===== src/rtl/core/csmc_pkg.sv =====
// package for the color sensor measure/classify block
// holds register indexes, reset values, operation and result codes, shared types
// no dependencies
`timescale 1ns / 1ps
`default_nettype none
package csmc_pkg;

  localparam int CFG_IDX_W = 3;
  localparam int REG_W     = 16;
  localparam int SUM_W     = 32;

  typedef enum logic [CFG_IDX_W-1:0] {
    CFG_MAX_PERIOD   = 3'd0,
    CFG_GREEN_SLOPE  = 3'd1,
    CFG_GREEN_OFFSET = 3'd2,
    CFG_GREEN_FLOOR  = 3'd3,
    CFG_RED_SLOPE    = 3'd4,
    CFG_RED_OFFSET   = 3'd5,
    CFG_RED_FLOOR    = 3'd6
  } cfg_reg_t;

  localparam logic [REG_W-1:0] RST_MAX_PERIOD = 16'd50000;
  localparam logic [REG_W-1:0] RST_SLOPE      = 16'd1;
  localparam logic [REG_W-1:0] RST_OFFSET     = 16'd1;
  localparam logic [REG_W-1:0] RST_FLOOR      = 16'd1;

  typedef enum logic [1:0] {
    OP_GREEN  = 2'd0,
    OP_RED    = 2'd1,
    OP_SWITCH = 2'd2,
    OP_FINISH = 2'd3
  } op_t;

  localparam logic EVENT_SWITCH = 1'b0;
  localparam logic EVENT_FINISH = 1'b1;

  localparam logic [1:0] VERDICT_GREEN = 2'd0;
  localparam logic [1:0] VERDICT_RED   = 2'd1;
  localparam logic [1:0] VERDICT_AGAIN = 2'd2;

  // event queue between front and back
  localparam int Q_DEPTH = 4;
  localparam int Q_PTR_W = $clog2(Q_DEPTH);
  localparam int Q_CNT_W = $clog2(Q_DEPTH + 1);

  // mean by reciprocal multiply: high half products, then the final add
  localparam int DIV_STEPS = 2;
  localparam int DIV_CNT_W = $clog2(DIV_STEPS);

  typedef struct packed {
    logic             kind;
    logic [SUM_W-1:0] green_sum;
    logic [SUM_W-1:0] red_sum;
  } event_t;

  typedef struct packed {
    logic               valid;
    logic [Q_CNT_W-1:0] count;
  } q_status_t;

  typedef enum logic [1:0] {
    BK_IDLE = 2'd0,
    BK_DIV  = 2'd1,
    BK_LOAD = 2'd2
  } bk_state_t;

endpackage
`default_nettype wire


===== src/rtl/core/csmc_front.sv =====
// front part: config registers, period extraction, run sequencing, scaling and sums
// pushes switch/finish events into the event queue; depends on csmc_pkg
`timescale 1ns / 1ps
`default_nettype none
module csmc_front
  import csmc_pkg::*;
#(
  parameter int SAMPLES = 16,
  parameter int DISCARD = 2
) (
  input  wire logic                 clk,
  input  wire logic                 rst_n,
  input  wire logic                 in_valid,
  output logic                      in_stall,
  input  wire logic [REG_W-1:0]     in_capture_count,
  input  wire logic                 cfg_valid,
  output logic                      cfg_ready,
  input  wire logic [CFG_IDX_W-1:0] cfg_index,
  input  wire logic [REG_W-1:0]     cfg_data,
  input  wire q_status_t            q_status,
  output logic                      ev_push,
  output event_t                    ev_data
);

  localparam int IDX_W = $clog2(SAMPLES + 1);
  localparam int HALF  = SAMPLES / 2;

  logic [REG_W-1:0] max_period_r, green_slope_r, green_offset_r, green_floor_r;
  logic [REG_W-1:0] red_slope_r, red_offset_r, red_floor_r;

  logic [REG_W-1:0] first_r, second_r, first_nxt, second_nxt;
  logic             toggle_r;
  logic [IDX_W-1:0] idx_r, idx_nxt;
  logic [SUM_W-1:0] green_sum_r, red_sum_r, green_sum_nxt, red_sum_nxt;

  logic             accept;
  logic [REG_W-1:0] period, clamped, floor_sel;
  logic             reject;
  op_t              op_sel;
  logic             add_sel;
  logic [REG_W-1:0] slope_sel, offset_sel;

  // stage 1: operands for scaling
  logic             s1_valid_r;
  op_t              s1_op_r;
  logic             s1_add_r;
  logic [REG_W-1:0] s1_p_r, s1_slope_r, s1_offset_r;

  // stage 2: scaled value
  logic             s2_valid_r;
  op_t              s2_op_r;
  logic             s2_add_r;
  logic [SUM_W-1:0] s2_scaled_r;

  logic             s1_ev, s2_ev;
  logic [Q_CNT_W:0] pending;
  logic             s2_green;

  assign cfg_ready = 1'b1;

  always_ff @(posedge clk) begin
    if (!rst_n) begin
      max_period_r   <= RST_MAX_PERIOD;
      green_slope_r  <= RST_SLOPE;
      green_offset_r <= RST_OFFSET;
      green_floor_r  <= RST_FLOOR;
      red_slope_r    <= RST_SLOPE;
      red_offset_r   <= RST_OFFSET;
      red_floor_r    <= RST_FLOOR;
    end else if (cfg_valid) begin
      unique case (cfg_index)
        CFG_MAX_PERIOD:   max_period_r   <= cfg_data;
        CFG_GREEN_SLOPE:  green_slope_r  <= cfg_data;
        CFG_GREEN_OFFSET: green_offset_r <= cfg_data;
        CFG_GREEN_FLOOR:  green_floor_r  <= cfg_data;
        CFG_RED_SLOPE:    red_slope_r    <= cfg_data;
        CFG_RED_OFFSET:   red_offset_r   <= cfg_data;
        CFG_RED_FLOOR:    red_floor_r    <= cfg_data;
        default: ;
      endcase
    end
  end

  // reserve queue room for every event still in the pipe
  assign s1_ev   = s1_valid_r && (s1_op_r == OP_SWITCH || s1_op_r == OP_FINISH);
  assign s2_ev   = s2_valid_r && (s2_op_r == OP_SWITCH || s2_op_r == OP_FINISH);
  assign pending = {1'b0, q_status.count} + (Q_CNT_W + 1)'(s1_ev) + (Q_CNT_W + 1)'(s2_ev);
  assign in_stall = (pending >= (Q_CNT_W + 1)'(Q_DEPTH));
  assign accept   = in_valid && !in_stall;

  always_comb begin
    first_nxt  = toggle_r ? first_r : in_capture_count;
    second_nxt = toggle_r ? in_capture_count : second_r;
    period     = (second_nxt >= first_nxt) ? (second_nxt - first_nxt)
                                           : (first_nxt - second_nxt);
    reject     = (period >= max_period_r);

    op_sel     = OP_FINISH;
    add_sel    = 1'b0;
    slope_sel  = red_slope_r;
    offset_sel = red_offset_r;
    floor_sel  = red_floor_r;
    idx_nxt    = '0;
    if (idx_r < IDX_W'(HALF)) begin
      op_sel     = (idx_r == IDX_W'(HALF - 1)) ? OP_SWITCH : OP_GREEN;
      add_sel    = (idx_r >= IDX_W'(DISCARD));
      slope_sel  = green_slope_r;
      offset_sel = green_offset_r;
      floor_sel  = green_floor_r;
      idx_nxt    = idx_r + 1'b1;
    end else if (idx_r < IDX_W'(SAMPLES)) begin
      op_sel  = OP_RED;
      add_sel = (idx_r >= IDX_W'(HALF + DISCARD));
      idx_nxt = idx_r + 1'b1;
    end
    clamped = (period < floor_sel) ? floor_sel : period;
  end

  always_ff @(posedge clk) begin
    if (!rst_n) begin
      first_r    <= '0;
      second_r   <= '0;
      toggle_r   <= 1'b0;
      idx_r      <= '0;
      s1_valid_r <= 1'b0;
    end else begin
      s1_valid_r <= accept && !reject;
      if (accept) begin
        first_r  <= first_nxt;
        second_r <= second_nxt;
        toggle_r <= !toggle_r;
        if (!reject) begin
          idx_r <= idx_nxt;
        end
      end
    end
  end

  always_ff @(posedge clk) begin
    s1_op_r     <= op_sel;
    s1_add_r    <= add_sel;
    s1_p_r      <= clamped;
    s1_slope_r  <= slope_sel;
    s1_offset_r <= offset_sel;
  end

  always_ff @(posedge clk) begin
    if (!rst_n) begin
      s2_valid_r <= 1'b0;
    end else begin
      s2_valid_r <= s1_valid_r;
    end
  end

  always_ff @(posedge clk) begin
    s2_op_r     <= s1_op_r;
    s2_add_r    <= s1_add_r;
    s2_scaled_r <= (SUM_W'(s1_slope_r) * SUM_W'(s1_p_r)) + SUM_W'(s1_offset_r);
  end

  // stage 3: accumulate, emit events; finish sees sums of all earlier kept samples
  assign s2_green = (s2_op_r == OP_GREEN) || (s2_op_r == OP_SWITCH);

  always_comb begin
    green_sum_nxt = green_sum_r;
    red_sum_nxt   = red_sum_r;
    if (s2_valid_r) begin
      if (s2_op_r == OP_FINISH) begin
        green_sum_nxt = '0;
        red_sum_nxt   = '0;
      end else if (s2_add_r && s2_green) begin
        green_sum_nxt = green_sum_r + s2_scaled_r;
      end else if (s2_add_r) begin
        red_sum_nxt = red_sum_r + s2_scaled_r;
      end
    end
  end

  always_ff @(posedge clk) begin
    if (!rst_n) begin
      green_sum_r <= '0;
      red_sum_r   <= '0;
    end else begin
      green_sum_r <= green_sum_nxt;
      red_sum_r   <= red_sum_nxt;
    end
  end

  assign ev_push           = s2_ev;
  assign ev_data.kind      = (s2_op_r == OP_FINISH) ? EVENT_FINISH : EVENT_SWITCH;
  assign ev_data.green_sum = green_sum_r;
  assign ev_data.red_sum   = red_sum_r;

endmodule
`default_nettype wire


===== src/rtl/core/csmc_queue.sv =====
// small event queue between front and back parts
// depends on csmc_pkg for depth and entry type
`timescale 1ns / 1ps
`default_nettype none
module csmc_queue
  import csmc_pkg::*;
(
  input  wire logic   clk,
  input  wire logic   rst_n,
  input  wire logic   push,
  input  wire event_t push_data,
  input  wire logic   pop,
  output q_status_t   status,
  output event_t      head
);

  event_t             mem_r [Q_DEPTH];
  logic [Q_PTR_W-1:0] wr_ptr_r, rd_ptr_r;
  logic [Q_CNT_W-1:0] count_r;

  // front reserves room, so a push never meets a full queue
  always_ff @(posedge clk) begin
    if (push) begin
      mem_r[wr_ptr_r] <= push_data;
    end
  end

  always_ff @(posedge clk) begin
    if (!rst_n) begin
      wr_ptr_r <= '0;
      rd_ptr_r <= '0;
      count_r  <= '0;
    end else begin
      if (push) begin
        wr_ptr_r <= wr_ptr_r + 1'b1;
      end
      if (pop) begin
        rd_ptr_r <= rd_ptr_r + 1'b1;
      end
      if (push && !pop) begin
        count_r <= count_r + 1'b1;
      end else if (pop && !push) begin
        count_r <= count_r - 1'b1;
      end
    end
  end

  assign head         = mem_r[rd_ptr_r];
  assign status.count = count_r;
  assign status.valid = (count_r != '0);

endmodule
`default_nettype wire


===== src/rtl/core/csmc_div.sv =====
// division by a constant through a reciprocal multiply, split into half-width products
// depends on csmc_pkg for the sum width
`timescale 1ns / 1ps
`default_nettype none
module csmc_div
  import csmc_pkg::*;
#(
  parameter int DIVISOR = 6
) (
  input  wire logic             clk,
  input  wire logic             load,
  input  wire logic             step,
  input  wire logic [SUM_W-1:0] dividend,
  output logic      [SUM_W-1:0] quotient
);

  localparam int HALF_W = SUM_W / 2;
  localparam int SHIFT  = SUM_W + $clog2(DIVISOR);
  localparam int PART_W = SUM_W + 1 + HALF_W;
  localparam int ACC_W  = SHIFT + SUM_W;
  localparam logic [63:0] ONE_SHIFTED = 64'd1 << SHIFT;
  // rounded-up reciprocal, exact floor for every dividend of SUM_W bits
  localparam logic [SUM_W:0] RECIP =
    (SUM_W + 1)'((ONE_SHIFTED + 64'(DIVISOR) - 64'd1) / 64'(DIVISOR));

  logic [HALF_W-1:0] hi_r;
  logic [PART_W-1:0] lo_prod_r, hi_prod_r;
  logic [ACC_W-1:0]  acc_r;

  // load: low half product; first step: high half product; second step: the add
  always_ff @(posedge clk) begin
    if (load) begin
      hi_r      <= dividend[SUM_W-1:HALF_W];
      lo_prod_r <= PART_W'(RECIP) * PART_W'(dividend[HALF_W-1:0]);
    end
    if (step) begin
      hi_prod_r <= PART_W'(RECIP) * PART_W'(hi_r);
      acc_r     <= ACC_W'(lo_prod_r) + (ACC_W'(hi_prod_r) << HALF_W);
    end
  end

  assign quotient = acc_r[SHIFT +: SUM_W];

endmodule
`default_nettype wire


===== src/rtl/core/csmc_back.sv =====
// back part: drains the event queue, divides sums into means, holds the result register
// depends on csmc_pkg and csmc_div
`timescale 1ns / 1ps
`default_nettype none
module csmc_back
  import csmc_pkg::*;
#(
  parameter int KEPT = 6
) (
  input  wire logic             clk,
  input  wire logic             rst_n,
  input  wire q_status_t        q_status,
  input  wire event_t           q_head,
  output logic                  q_pop,
  output logic                  out_valid,
  input  wire logic             out_stall,
  output logic                  out_event_kind,
  output logic      [SUM_W-1:0] out_green_level,
  output logic      [SUM_W-1:0] out_red_level,
  output logic      [1:0]       out_verdict
);

  bk_state_t state_r, state_nxt;

  logic [DIV_CNT_W-1:0] cnt_r;
  logic                 out_free;
  logic                 start_div, load_switch, load_finish, div_step;
  logic [SUM_W-1:0]     green_q, red_q;

  logic             out_valid_r;
  logic             out_kind_r;
  logic [SUM_W-1:0] out_green_r, out_red_r;
  logic [1:0]       out_verdict_r;
  logic [1:0]       verdict;

  assign out_free = !out_valid_r || !out_stall;

  always_comb begin
    state_nxt = state_r;
    unique case (state_r)
      BK_IDLE: begin
        if (q_status.valid && q_head.kind == EVENT_FINISH) begin
          state_nxt = BK_DIV;
        end
      end
      BK_DIV: begin
        if (cnt_r == DIV_CNT_W'(DIV_STEPS - 1)) begin
          state_nxt = BK_LOAD;
        end
      end
      BK_LOAD: begin
        if (out_free) begin
          state_nxt = BK_IDLE;
        end
      end
      default: state_nxt = BK_IDLE;
    endcase
  end

  always_comb begin
    start_div   = 1'b0;
    load_switch = 1'b0;
    load_finish = 1'b0;
    div_step    = 1'b0;
    unique case (state_r)
      BK_IDLE: begin
        if (q_status.valid && q_head.kind == EVENT_FINISH) begin
          start_div = 1'b1;
        end else if (q_status.valid && out_free) begin
          load_switch = 1'b1;
        end
      end
      BK_DIV:  div_step    = 1'b1;
      BK_LOAD: load_finish = out_free;
      default: ;
    endcase
  end

  assign q_pop = start_div || load_switch;

  always_ff @(posedge clk) begin
    if (!rst_n) begin
      state_r <= BK_IDLE;
      cnt_r   <= '0;
    end else begin
      state_r <= state_nxt;
      if (start_div) begin
        cnt_r <= '0;
      end else if (div_step) begin
        cnt_r <= cnt_r + 1'b1;
      end
    end
  end

  csmc_div #(.DIVISOR(KEPT)) u_div_green (
    .clk      (clk),
    .load     (start_div),
    .step     (div_step),
    .dividend (q_head.green_sum),
    .quotient (green_q)
  );

  csmc_div #(.DIVISOR(KEPT)) u_div_red (
    .clk      (clk),
    .load     (start_div),
    .step     (div_step),
    .dividend (q_head.red_sum),
    .quotient (red_q)
  );

  always_comb begin
    if (green_q < red_q) begin
      verdict = VERDICT_GREEN;
    end else if (green_q == red_q) begin
      verdict = VERDICT_AGAIN;
    end else begin
      verdict = VERDICT_RED;
    end
  end

  always_ff @(posedge clk) begin
    if (!rst_n) begin
      out_valid_r <= 1'b0;
    end else if (load_switch || load_finish) begin
      out_valid_r <= 1'b1;
    end else if (!out_stall) begin
      out_valid_r <= 1'b0;
    end
  end

  always_ff @(posedge clk) begin
    if (load_switch) begin
      out_kind_r    <= EVENT_SWITCH;
      out_green_r   <= '0;
      out_red_r     <= '0;
      out_verdict_r <= VERDICT_GREEN;
    end else if (load_finish) begin
      out_kind_r    <= EVENT_FINISH;
      out_green_r   <= green_q;
      out_red_r     <= red_q;
      out_verdict_r <= verdict;
    end
  end

  assign out_valid       = out_valid_r;
  assign out_event_kind  = out_kind_r;
  assign out_green_level = out_green_r;
  assign out_red_level   = out_red_r;
  assign out_verdict     = out_verdict_r;

endmodule
`default_nettype wire


===== src/rtl/core/color_sensor_measure_classify.sv =====
// top level of the color sensor measure/classify block
// depends on csmc_pkg, csmc_front, csmc_queue, csmc_back
//
//   channel  direction  handshake            payload
//   in_      input      in_valid / in_stall  in_capture_count
//   out_     output     out_valid/out_stall  event_kind, green_level, red_level, verdict
//   cfg_     input      cfg_valid/cfg_ready  cfg_index, cfg_data
//
// one capture count is taken every cycle while in_stall is low; a result then passes
// stage 1, stage 2, the queue and the output register, a finish also the mean multiply
// in_stall rises only when the 4-entry event queue plus events still in flight is full
// synchronous active-low reset; no clearing pass, the block is ready right after reset
`timescale 1ns / 1ps
`default_nettype none
module color_sensor_measure_classify
  import csmc_pkg::*;
#(
  parameter int SAMPLES = 16,
  parameter int DISCARD = 2
) (
  input  wire logic                 clk,
  input  wire logic                 rst_n,
  input  wire logic                 in_valid,
  output logic                      in_stall,
  input  wire logic [REG_W-1:0]     in_capture_count,
  output logic                      out_valid,
  input  wire logic                 out_stall,
  output logic                      out_event_kind,
  output logic      [SUM_W-1:0]     out_green_level,
  output logic      [SUM_W-1:0]     out_red_level,
  output logic      [1:0]           out_verdict,
  input  wire logic                 cfg_valid,
  output logic                      cfg_ready,
  input  wire logic [CFG_IDX_W-1:0] cfg_index,
  input  wire logic [REG_W-1:0]     cfg_data
);

  localparam int KEPT = SAMPLES / 2 - DISCARD;

  q_status_t q_status;
  event_t    ev_data, q_head;
  logic      ev_push, q_pop;

  csmc_front #(.SAMPLES(SAMPLES), .DISCARD(DISCARD)) u_front (
    .clk              (clk),
    .rst_n            (rst_n),
    .in_valid         (in_valid),
    .in_stall         (in_stall),
    .in_capture_count (in_capture_count),
    .cfg_valid        (cfg_valid),
    .cfg_ready        (cfg_ready),
    .cfg_index        (cfg_index),
    .cfg_data         (cfg_data),
    .q_status         (q_status),
    .ev_push          (ev_push),
    .ev_data          (ev_data)
  );

  csmc_queue u_queue (
    .clk       (clk),
    .rst_n     (rst_n),
    .push      (ev_push),
    .push_data (ev_data),
    .pop       (q_pop),
    .status    (q_status),
    .head      (q_head)
  );

  csmc_back #(.KEPT(KEPT)) u_back (
    .clk             (clk),
    .rst_n           (rst_n),
    .q_status        (q_status),
    .q_head          (q_head),
    .q_pop           (q_pop),
    .out_valid       (out_valid),
    .out_stall       (out_stall),
    .out_event_kind  (out_event_kind),
    .out_green_level (out_green_level),
    .out_red_level   (out_red_level),
    .out_verdict     (out_verdict)
  );

endmodule
`default_nettype wire


===== config.mk =====
export PLATFORM = sky130hd
export DESIGN_NAME = color_sensor_measure_classify
export DESIGN_NICKNAME = d
export VERILOG_FILES = /design/src/rtl/core/csmc_pkg.sv /design/src/rtl/core/csmc_front.sv /design/src/rtl/core/csmc_queue.sv /design/src/rtl/core/csmc_div.sv /design/src/rtl/core/csmc_back.sv /design/src/rtl/core/color_sensor_measure_classify.sv
export SDC_FILE = /design/constraint.sdc
export NUM_CORES = 2
export LEC_CHECK = 0
export BUFFER_PORTS_ARGS = -buffer_cell sky130_fd_sc_hd__buf_2
export CORE_UTILIZATION = 44
export DETAILED_ROUTE_END_ITERATION = 16
export PLACE_DENSITY_LB_ADDON = 0.12
export SETUP_SLACK_MARGIN = 0.3
export SLEW_MARGIN = 20
export SYNTH_ARGS = -nofsm -noshare
export SYNTH_HDL_FRONTEND = slang
export SYNTH_HIERARCHICAL = 1
export SYNTH_SLANG_ARGS = --single-unit

===== constraint.sdc =====
create_clock -name clk -period 10.9 [get_ports clk]
set_input_delay 1.635 -clock clk [delete_from_list [all_inputs] [get_ports clk]]
set_output_delay 1.635 -clock clk [all_outputs]
set_load 0.02 [all_outputs]

==> summary.md <==
| Metric | Value |
|---|---|
| Status | `complete, no violations` |
| Worst-margin pin slew | `1040 ps` |
| Clock Tree Root | `clkbuf_16` |
| Worst-path maximum fanout | `31` |
| CTS tree | `built` |
| Critical path launch point type | `flop` |
| Yosys top cell area share | `0.227` |
| HPWL after DPL | `120 mm` |
| WS Path Type | `reg -> reg` |
| Final count of negative-setup-slack endpoints | `0` |
| Post-synthesis sequential area ratio | `0.339` |
| Cts hold-fix bufs | `0` |
| Synthesized area per cell | `10.5 µm²` |
| Initial Util | `0.443` |
| Min Tclk post-route | `7760 ps` |
| Initial antenna violation count | `4` |
| Via count | `44600` |
| FFs w/ async S/R, synth | `0` |
| Fin area | `0.0741 mm²` |
| Largest family of logic cells by synthesized area | `adder cells` |
| Inserted Clock Buffers | `103` |
| DR vias/cell | `5.15` |
| Simple-Gate Fraction of Synth Area | `0.102` |
| Ys Warns | `6` |
| DIE WIDTH | `395 µm` |
| Die H | `395 µm` |
| Synth unique cells | `120` |
| First-pass GRT wire length | `247 mm` |
| Latest clock arrival within the worst-skew pair | `720 ps` |
| Filler cells | `14400` |
| Compound-Gate Fraction of Synth Area | `0.111` |
| Post-route DRC | `0` |
| Main synth FF type | `edfxtp_1` |
| Row count | `144` |
| Worst slew margin | `0.306` |
| Post CTS Setup Buffer Count | `0` |
| Final Skew | `29.2 ps` |
| Worst EP arrival | `8320 ps` |
| RSZ-0062 raised after global routing | `false` |
| Synth-to-layout area growth | `8.83%` |
| Max_cap viols | `0` |
| Cell Area, Placed | `0.0706 mm²` |
| Final GP Congestion | `0.892` |
| Htree depth | `3` |
| Cell Area, Synth | `0.0681 mm²` |
| I/O Pins | `110` |
| CORE AREA | `0.154 mm²` |
| Met1 usage | `0.254` |
| Setup TNS | `0 ps` |
| # nets final | `7932` |
| Post-Synth Adder-Cell Area | `0.309` |
| Post-route antenna net violation count | `0` |
| Leading area contributor after synthesis | `edfxtp_1` |
| Pin count of the biggest net entering global routing | `127` |
| Worst Path Required | `11460 ps` |
| Share of layout cells above drive strength 1 | `0.0743` |
| Final hold vios | `0` |
| Post-synthesis xor/xnor area fraction | `0.0356` |
| Register area | `0.0231 mm²` |
| Placed cells | `8472` |
| GR met3 Demand/Resource | `0.0246` |
| DRT iter0 DRCs | `1771` |
| Clock tree sinks | `896` |
| Mapped Cells | `6465` |
| Clk buf depth | `3` |
| Gr busiest metal | `met2` |
| Total track usage | `0.197` |
| Buffers on Ports | `108` |
| Non-Filler Instances | `8668` |
| Met2 global-route usage | `0.344` |
| CP endpoint kind | `flop` |
| Multi-input gate area | `0.0405 mm²` |
| Count leader, synth | `inv_1` |
| Post_cts resized | `0` |
| F_max | `0.129 GHz` |
| Max-slew violation count | `0` |
| Area contributors post-synth | `edfxtp_1, fa_1, ha_1` |
| Clock transition at the registers of the reported paths | `60 ps` |
| TritonRoute pass-1 iters | `7` |
| Worst Hold Class | `reg -> reg` |
| Syn nets | `7864` |
| Routed WL per cell | `17.6 µm` |
| Congestion Overflow GR | `0` |
| Die ar. | `0.156 mm²` |
| Mux contribution to synthesized area | `0.0357` |
| Number of global-route vias before repair | `46100` |
| Synthesized flop and latch total | `896` |
| Synth cell count leaders | `inv_1, ha_1, nand2_1` |
| Post-synth EDFFs | `514` |
| Period utilization | `0.712` |
| Post-Route WL | `153 mm` |
==> placed cells by master (no fill, tap or decap), types with 39 or more instances in the layout <==
cell type,n
nand3_1,85
nor3_1,53
fa_1,539
mux4_2,65
xor2_1,92
clkbuf_16,107
dfxtp_1,379
and2_1,143
o21ai_0,146
nand4_1,55
buf_2,107
xnor2_1,185
inv_1,989
a21o_1,135
edfxtp_1,514
mux2i_1,57
nor2_1,181
nor2b_1,70
a21oi_1,351
a21boi_0,105
o211ai_1,39
ha_1,820
nand2_1,733
==> metal layers <==
layer,wire length (µm),share of wire,up-vias
met4,4460,0.029,0
met5,0,0,-
met1,68600,0.45,21600
met3,4860,0.032,194
met2,74600,0.49,676
li1,-,-,22100
==> state kept, by name, indices dropped and copies added, names as in the netlist, 31 cells and up, named ones only <==
name,count
u_back/u_div_red/lo_prod_r,32
u_back/u_div_red/acc_r,31
u_front/s2_scaled_r,32
u_back/u_div_green/acc_r,31
u_back/out_red_level,32
u_front/red_sum_r,32
u_back/u_div_green/lo_prod_r,32
u_front/green_sum_r,32
u_queue/mem_r,260
u_back/out_green_level,32
u_back/u_div_green/hi_prod_r,48
u_back/u_div_red/hi_prod_r,48
==> cell families (layout without fill, tap and decap cells) <==
family / count (synthesis) / after routing
muxes: 157 / 157
xor gates and xnor gates: 277 / 277
other: 3 / 6
and+or+nand+nor: 1482 / 1482
adders and majority gates: 1359 / 1359
buffers and inverters: 1164 / 1320
AOI/OAI and AO/OA: 1127 / 1127
DFF: 896 / 896
==> worst paths after layout <==
kind / startpoint / end / slack, ps / depth (start not counted)
min reg2reg: u_front/s1_op_r[0]$_DFF_P_ / u_front/s2_op_r[0]$_DFF_P_ / 330 / 0
max: flop / u_back/u_div_red/lo_prod_r[48]$_DFFE_PP_ / 3140 / 21
max reg2reg: flop / u_back/u_div_red/lo_prod_r[48]$_DFFE_PP_ / 3140 / 21
min: u_front/s1_op_r[0]$_DFF_P_ / u_front/s2_op_r[0]$_DFF_P_ / 330 / 0
==> per-stage QoR <==
stage | utilization | hold slack, ps | setup slack (ps)
after floorplan | - | 310 | 2600
after global placement | 0.459 | 312 | 3110
after detailed placement | 0.459 | 316 | 3030
after CTS | 0.482 | 329 | 3000
after global routing | 0.482 | 344 | 2570
final | 0.482 | 327 | 3140
==> worst max-delay path, cell delays in order, from the launching register on <==
cell      delay [ps]
dfxtp_4          570
buf_4            570
mux4_2           640
ha_1             380
fa_1             540
inv_1            100
fa_1             540
inv_1            150
fa_1             620
inv_1            100
fa_1             410
inv_1             80
fa_1             430
ha_1             450
a21o_1           230
a221oi_1         300
a21oi_1          230
a21bo_2          240
a21oi_1          200
a311oi_2         170
or4_1            500
nand3_1          100
==> layout make-up <==
cell class / count / area share
multi-input combinational: 4405 / 0.547
clock buffer: 147 / 0.0405
antenna: 3 / 0.000101
tap: 2044 / 0.0345
clock inverter: 46 / 0.00641
sequential: 896 / 0.312
inverter: 990 / 0.0501
timing repair buffer: 137 / 0.0103
Power is not shown: default switching activity piles up to over one toggle a cycle in this logic, so the estimate is an artifact.
